==> config.mk <==
export PLATFORM = sky130hd
export DESIGN_NAME = cvl_div
export DESIGN_NICKNAME = d
export VERILOG_FILES = /design/src/hw/rtl/cvl_pkg.sv /design/src/hw/rtl/cvl_div.sv
export SDC_FILE = /design/constraint.sdc
export NUM_CORES = 1
export LEC_CHECK = 0
export ABC_AREA = 1
export BUFFER_PORTS_ARGS = -buffer_cell sky130_fd_sc_hd__buf_2
export CAP_MARGIN = 20
export CORE_MARGIN = 2
export CORE_UTILIZATION = 48
export DETAILED_ROUTE_END_ITERATION = 16
export HOLD_SLACK_MARGIN = 0.06
export PLACE_DENSITY = 0.71
export REMOVE_ABC_BUFFERS = 1
export SLEW_MARGIN = 20
export SYNTH_ARGS = -nofsm -noshare
export SYNTH_HDL_FRONTEND = slang
export SYNTH_SLANG_ARGS = --single-unit
==> constraint.sdc <==
create_clock -name clk_i -period 2.4 [get_ports clk_i]
set_input_delay 0.48 -clock clk_i [delete_from_list [all_inputs] [get_ports clk_i]]
set_output_delay 0.48 -clock clk_i [all_outputs]
set_load 0.03 [all_outputs]
==> src/hw/rtl/cvl_pkg.sv <==
`timescale 1ns / 1ps
// ----------------------------------------------------------------------------
// cvl_pkg
// Shared types and constants of the 3x3 luma convolution filter.
// ----------------------------------------------------------------------------
package cvl_pkg;

  localparam int unsigned CFG_IDX_W  = 3;
  localparam int unsigned CFG_DATA_W = 64;
  localparam int unsigned DIM_W      = 12;
  localparam int unsigned DIVISOR_W  = 15;
  localparam int unsigned COORD_W    = 11;
  localparam int unsigned NUM_TAPS   = 9;
  localparam int unsigned TAP_IDX_W  = 4;
  localparam int unsigned ACC_W      = 20;
  localparam int unsigned MAG_W      = 19;
  localparam int unsigned DIV_CNT_W  = 5;

  localparam logic [CFG_IDX_W-1:0] REG_WIDTH     = 3'd0;
  localparam logic [CFG_IDX_W-1:0] REG_HEIGHT    = 3'd1;
  localparam logic [CFG_IDX_W-1:0] REG_TAPS_LOW  = 3'd2;
  localparam logic [CFG_IDX_W-1:0] REG_TAP_LAST  = 3'd3;
  localparam logic [CFG_IDX_W-1:0] REG_DIVISOR   = 3'd4;

  localparam logic [DIM_W-1:0]      WIDTH_RST    = 12'd640;
  localparam logic [DIM_W-1:0]      HEIGHT_RST   = 12'd480;
  localparam logic [63:0]           TAPS_RST     = 64'h0000_0001_0000_0000;
  localparam logic [7:0]            TAP_LAST_RST = 8'h00;
  localparam logic [DIVISOR_W-1:0]  DIVISOR_RST  = 15'd1;

  localparam logic [7:0] ALPHA_OPAQUE = 8'hff;
  localparam logic [7:0] GREY_MAX     = 8'd255;

  typedef enum logic [2:0] {
    ST_IDLE,
    ST_READ,
    ST_MAC,
    ST_DIV,
    ST_PUSH
  } state_e;

endpackage

==> src/hw/rtl/cvl_div.sv <==
`timescale 1ns / 1ps
// ----------------------------------------------------------------------------
// cvl_div
// Restoring divider, one quotient bit per cycle, unsigned operands.
// ----------------------------------------------------------------------------
module cvl_div (
  input  logic                               clk_i,
  input  logic                               rst_ni,
  input  logic                               start_i,
  input  logic [cvl_pkg::MAG_W-1:0]          dividend_i,
  input  logic [cvl_pkg::DIVISOR_W-1:0]      divisor_i,
  output logic                               done_o,
  output logic [cvl_pkg::MAG_W-1:0]          quot_o
);

  logic [cvl_pkg::MAG_W-1:0]     quot_q, quot_d;
  logic [cvl_pkg::DIVISOR_W-1:0] rem_q, rem_d;
  logic [cvl_pkg::DIV_CNT_W-1:0] cnt_q, cnt_d;
  logic                          busy_q, busy_d;
  logic                          done_q, done_d;
  logic [cvl_pkg::DIVISOR_W:0]   rem_sh;
  logic [cvl_pkg::DIVISOR_W:0]   rem_sub;
  logic                          ge;

  always_comb begin
    rem_sh  = {rem_q, quot_q[cvl_pkg::MAG_W-1]};
    ge      = rem_sh >= {1'b0, divisor_i};
    rem_sub = rem_sh - {1'b0, divisor_i};
    quot_d  = quot_q;
    rem_d   = rem_q;
    cnt_d   = cnt_q;
    busy_d  = busy_q;
    done_d  = 1'b0;
    if (start_i) begin
      quot_d = dividend_i;
      rem_d  = '0;
      cnt_d  = cvl_pkg::DIV_CNT_W'(cvl_pkg::MAG_W);
      busy_d = 1'b1;
    end else if (busy_q) begin
      quot_d = {quot_q[cvl_pkg::MAG_W-2:0], ge};
      rem_d  = ge ? rem_sub[cvl_pkg::DIVISOR_W-1:0] : rem_sh[cvl_pkg::DIVISOR_W-1:0];
      cnt_d  = cnt_q - 1'b1;
      if (cnt_q == cvl_pkg::DIV_CNT_W'(1)) begin
        busy_d = 1'b0;
        done_d = 1'b1;
      end
    end
  end

  always_ff @(posedge clk_i or negedge rst_ni) begin
    if (!rst_ni) begin
      cnt_q  <= '0;
      busy_q <= 1'b0;
      done_q <= 1'b0;
    end else begin
      cnt_q  <= cnt_d;
      busy_q <= busy_d;
      done_q <= done_d;
    end
  end

  always_ff @(posedge clk_i) begin
    quot_q <= quot_d;
    rem_q  <= rem_d;
  end

  assign done_o = done_q;
  assign quot_o = quot_q;

endmodule

# Yosys cells after proc, flatten, opt, wreduce, memory -nomap -nowiden
# Index checks and enable logic that the tools add are counted.
# W data, S select, Z words.
[classes]
add_sub_neg = 2
n_lt_le_gt_ge = 1
eq_ne = 1
muxes = 11
n_reduce_logical = 1
[op_table]
columns = ["op", "count"]
rows = [
  ["$mux W19", 2],
  ["$ge A16 B15 Y1", 1],
  ["$mux W15", 1],
  ["$sub A15 B15 Y15", 1],
  ["$mux W5", 2],
  ["$mux W1", 6],
  ["$eq A5 B1 Y1 const B", 1],
  ["$sub A5 B1 Y5 const B", 1],
  ["$reduce_bool A2 Y1", 1],
]
[word_totals]
ff_bits = 41
in_bits = 37
out_inout_bits = 20
elab_cells = 21

# Longest topological paths before layout
[logic_depth]
word_depth = 4
ltp_mapped = 14
mapped_depth_nobuf = 14

# Least setup slack after synthesis
# No wires, ideal clock.
[synth_path]
path_type = "flip-flop to flip-flop"
start = "register quot_q (netlist bit quot_o[18])"
end = "register rem_q[14] in the netlist's numbering"
setup_ns = 0.112
t_arrival_ns = 2.062
setup_slack_ns = 0.225
path_stages_with_launch = 15
synth_period_minus_slack_ns = 2.175
path_cell_list = "edfxtp_1 > inv_1 > ha_1 > fa_1 > inv_1 > nand2_1 > nand2_1 > nand3_1 > nand3_1 > nand2_4 > nand2_4 > buf_8 > nand3_2 > nand2_1 > nand2_1"
[synth_between]
elab_chain_cells = 2
elab_cells_between_ends = 3
[synth_rtl]
columns = ["item", "line", "source"]
rows = [
  ["from (decl)", "cvl_div.sv:16", "logic [cvl_pkg::MAG_W-1:0] quot_q, quot_d;"],
  ["from (signal assigned)", "cvl_div.sv:63", "quot_q <= quot_d;"],
  ["$sub A15 B15 Y15 / $ge A16 B15 Y1 (equally long branches)", "cvl_div.sv:28, cvl_div.sv:27", ""],
  ["$mux W15 (*)", "cvl_div.sv:41", "rem_d = ge ? rem_sub[cvl_pkg::DIVISOR_W-1:0] : rem_sh[cvl_pkg::DIVISOR_W-1:0];"],
  ["to (signal assigned)", "cvl_div.sv:64", "rem_q <= rem_d;"],
  ["to (decl)", "cvl_div.sv:17", "logic [cvl_pkg::DIVISOR_W-1:0] rem_q, rem_d;"],
]
# Every way passes the cells marked *; elsewhere a longest branch is shown, timed or not.
# A chain may end at the register's enable or synchronous reset.

# Final worst setup path
[layout_path]
start = "register quot_q (netlist bit quot_o[18])"
end = "register rem_q[2] in the netlist's numbering"
# The elaborated chain is that of the path after synthesis.

==> flow_summary.yaml <==
floorplanning:
  die_area_um2: 6670
  core_um2: 5890
  io_pins: 57
  die_h_um: 81.7
  die_width_um: 81.7
  row_count: 28
  initial_core_util_pct: 49.2
drt:
  via_count: 2673
  drt_first_pass_iters: 4
  drt-initial-drc-count: 145
  wl_per_cell_um: 11.6
  totalWireLength_mm: 6.49
  viasPerCell: 4.76
  final_antenna_net_count: 0
  route.detailed.drc: 0
timing:
  finalHoldViolCount: 0
  fmax_ghz: 0.462
  period_minus_slack_ps: 2160
  fin_skew_ps: 9.17
  max_slew.worst_pin.slew_ps: 742
  setup_violations: 0
  rsz0062_at_grt: "no"
  finalMaxSlewViolations: 0
  post-route-period-util_pct: 90.1
  slew_headroom_pct: 50.5
  tns_ps: 0
  layout_setup_ws_ps: 237
pwr:
  power.switching_mw: 1.30
  intPower_mw: 1.68
  combinationalPowerShare_pct: 51.3
  power_frac_clock_pct: 16.4
  peakVddDrop_mv: 0.403
  seq_power_share_pct: 32.3
  power_density_nw_per_um2: 879
  switching_share_pct: 43.6
  report.power.total_mw: 2.98
  leakagePower_nw: 1.98
setup_path:
  path_delay_family: "simple AND/OR/NAND/NOR gates"
  cp-start-kind: "flop"
  cp_cell_sequence: "inv_1 -> ha_1 -> fa_1 -> inv_1 -> nand2_1 -> nand2_1 -> nand3_1 -> nand3_1 -> nand2_4 -> buf_4 -> nand3_1 -> nand3_1 -> o21ai_0"
  rr_worst_depth: 13
  cp_data_required_time_ps: 2610
  r2r_start: "quot_o[18]$_DFFE_PP_"
  critPathArrivalTime_ps: 2380
  crit_fanout: 10
  crit_buf_inv: 3
  worstSetupPathType: "flop to flop"
  critPathSlowestCell: "fa_1"
  critPathCaptureType: "flop"
  rrSetupSlack_ps: 240
  max_stage_delay_ps: 410
  crit_path_frequent_cell: "nand3_1"
  worstReg2RegEnd: "rem_q[2]$_SDFFE_PP0P_"
finish:
  layout_commonest_cell: "nand2_1"
  n_fill_cell: 576
  finalNetCount: 541
  n_antenna_cell: 0
  area_delta_synth_final_pct: 17.0
  utilization_pct: 57.6
  final_cells: 562
  layout_common_cells: "172 x nand2_1, 76 x inv_1, 56 x buf_2, 39 x nand3_1, 20 x nor2_1"
  drive_gt1_share_pct: 17.0
yosys:
  synth_top_area_cell: "nand2_1"
  synth_area_leaders: "nand2_1 22%, edfxtp_1 20%, dfxtp_1 10%"
  mappedNetlistArea_um2: 2900
  ys_seq_elements: 41
  synth_cell_types: 31
  seq_area_frac_synth_pct: 36.1
  netlist.area_leader.share_pct: 22.3
  syn_area_per_cell_um2: 6.81
  yosysWarnings: 0
  syn-instance-count: 425
placed_design:
  place.gp.congestion: 0.957
  dpl.hpwl_mm: 5.08
  io_buffer_count: 56
  place_inst: 553
  pre_cts_slack_ps: 46.5
grt:
  overflow: 0
  antenna_found_initial: 0
  grt_pass1_vias: 2449
  grt_max_degree: 23
  grt_pass1_wl_mm: 10.6
  grt_usage_pct: 20.3
cts:
  cts_setup_buffers: 0
  cts_tree: "done"
  path_clk_slew_ps: 80
  htreeDepth: 2
  cts_buffers: 5
  clock-sinks: 41
  root_buffer: "clkbuf_8"
  clk_latency_ps: 290
  cts_buffer_depth: 2
outcome:
  outcome: "complete, no violations"
hold_path:
  hold_start: "dividend_i[14]"
  min_path_type: "primary input to flop"
  whs_endpoint: "quot_o[14]$_DFFE_PP_"
  worst_hold_path.num_cells: 3
run:
  max-cap-violations: 0
registers in the layout (all words and copies together) (netlist names):
register	flops
busy_q	1
cnt_q	5
done_o	1
quot_o	19
rem_q	15
Yosys cell counts (all sizes together):
cell and instances:
a22oi 1, inv 76, nand3 43, nand4 5
nand2 176, buf 3, dfxtp 15, a21oi 8
xor2 3, o21ai 8, ha 17, edfxtp 19
a31oi 1, xnor2 3, nor2 22, and3 1
clkbuf 6, fa 1, nor3 3, nand3b 5
and2 2, dfrtp 7
worst max-delay path by stage:
stage / end / cells past startpoint / startpoint / slack [ps]
floorplan: rem_q[0]$_SDFFE_PP0P_ / 13 / quot_o[18]$_DFFE_PP_ / 200
global placement: rem_q[2]$_SDFFE_PP0P_ / 13 / divisor_i[0] / 110
detailed placement: rem_q[4]$_SDFFE_PP0P_ / 13 / divisor_i[0] / 50
CTS: rem_q[2]$_SDFFE_PP0P_ / 13 / quot_o[18]$_DFFE_PP_ / 220
global route: rem_q[4]$_SDFFE_PP0P_ / 13 / quot_o[18]$_DFFE_PP_ / 20
finish: rem_q[2]$_SDFFE_PP0P_ / 13 / quot_o[18]$_DFFE_PP_ / 240
per-stage QoR:
stage	cell area [um^2]	hold slack, ps
final	3390	457
after detailed placement	3270	324
after floorplan	2840	184
after global routing	3390	458
after global placement	3270	320
after CTS	3380	446
worst min-delay path, delay by kind of cell:
| kind | cells | cell delay [ps] |
|---|---|---|
| and+or+nand+nor | 2 | 90 |
| buffers and inverters | 1 | 80 |
power groups by stage:
stage               registers [mW]  clock network (mW)  logic, mW
floorplan                     1.04                   0       1.09
global placement             0.972                   0       1.48
detailed placement           0.975                   0       1.50
CTS                          0.962               0.503       1.51
global route                 0.982               0.536       1.74
finish                       0.961               0.488       1.53
kinds of logic (layout without fill, tap and decap cells):
kind of cell | Yosys count | in the layout | synth area share, %
flip-flops | 41 | 41 | 36.1
buffers and inverters | 85 | 147 | 11.8
AND/OR/NAND/NOR | 257 | 257 | 38.6
adder cells (fa/ha/maj) | 18 | 18 | 8.04
XOR/XNOR | 6 | 6 | 1.82
AO/OA/AOI/OAI | 18 | 18 | 3.63
routing by layer:
layer	part of all wire, %	routed length, um	track usage, %
met4	1.1	69	5.17
met2	47	3070	33.7
met3	4.0	263	3.41
met1	48	3090	27.5
met5	0	0	0
layout make-up:
class | instances | area (um^2) | area share [%]
multi-input cells | 299 | 1520 | 44.8
flip-flops and latches | 41 | 1050 | 30.9
repair buffers | 63 | 348 | 10.3
inverters | 76 | 285 | 8.42
well taps | 75 | 93.8 | 2.77
clock buffers | 6 | 82.6 | 2.44
clock inverters | 2 | 13.8 | 0.406
timing repair:
action / 4_1_cts / 5_1_grt
hold buffers: 1 / 0
hold endpoints to repair: 7 / 0
endpoints found under the setup margin: 0 / 2
gates resized for setup: 0 / 1
No activity file was read; power rests on OpenSTA's default activity.
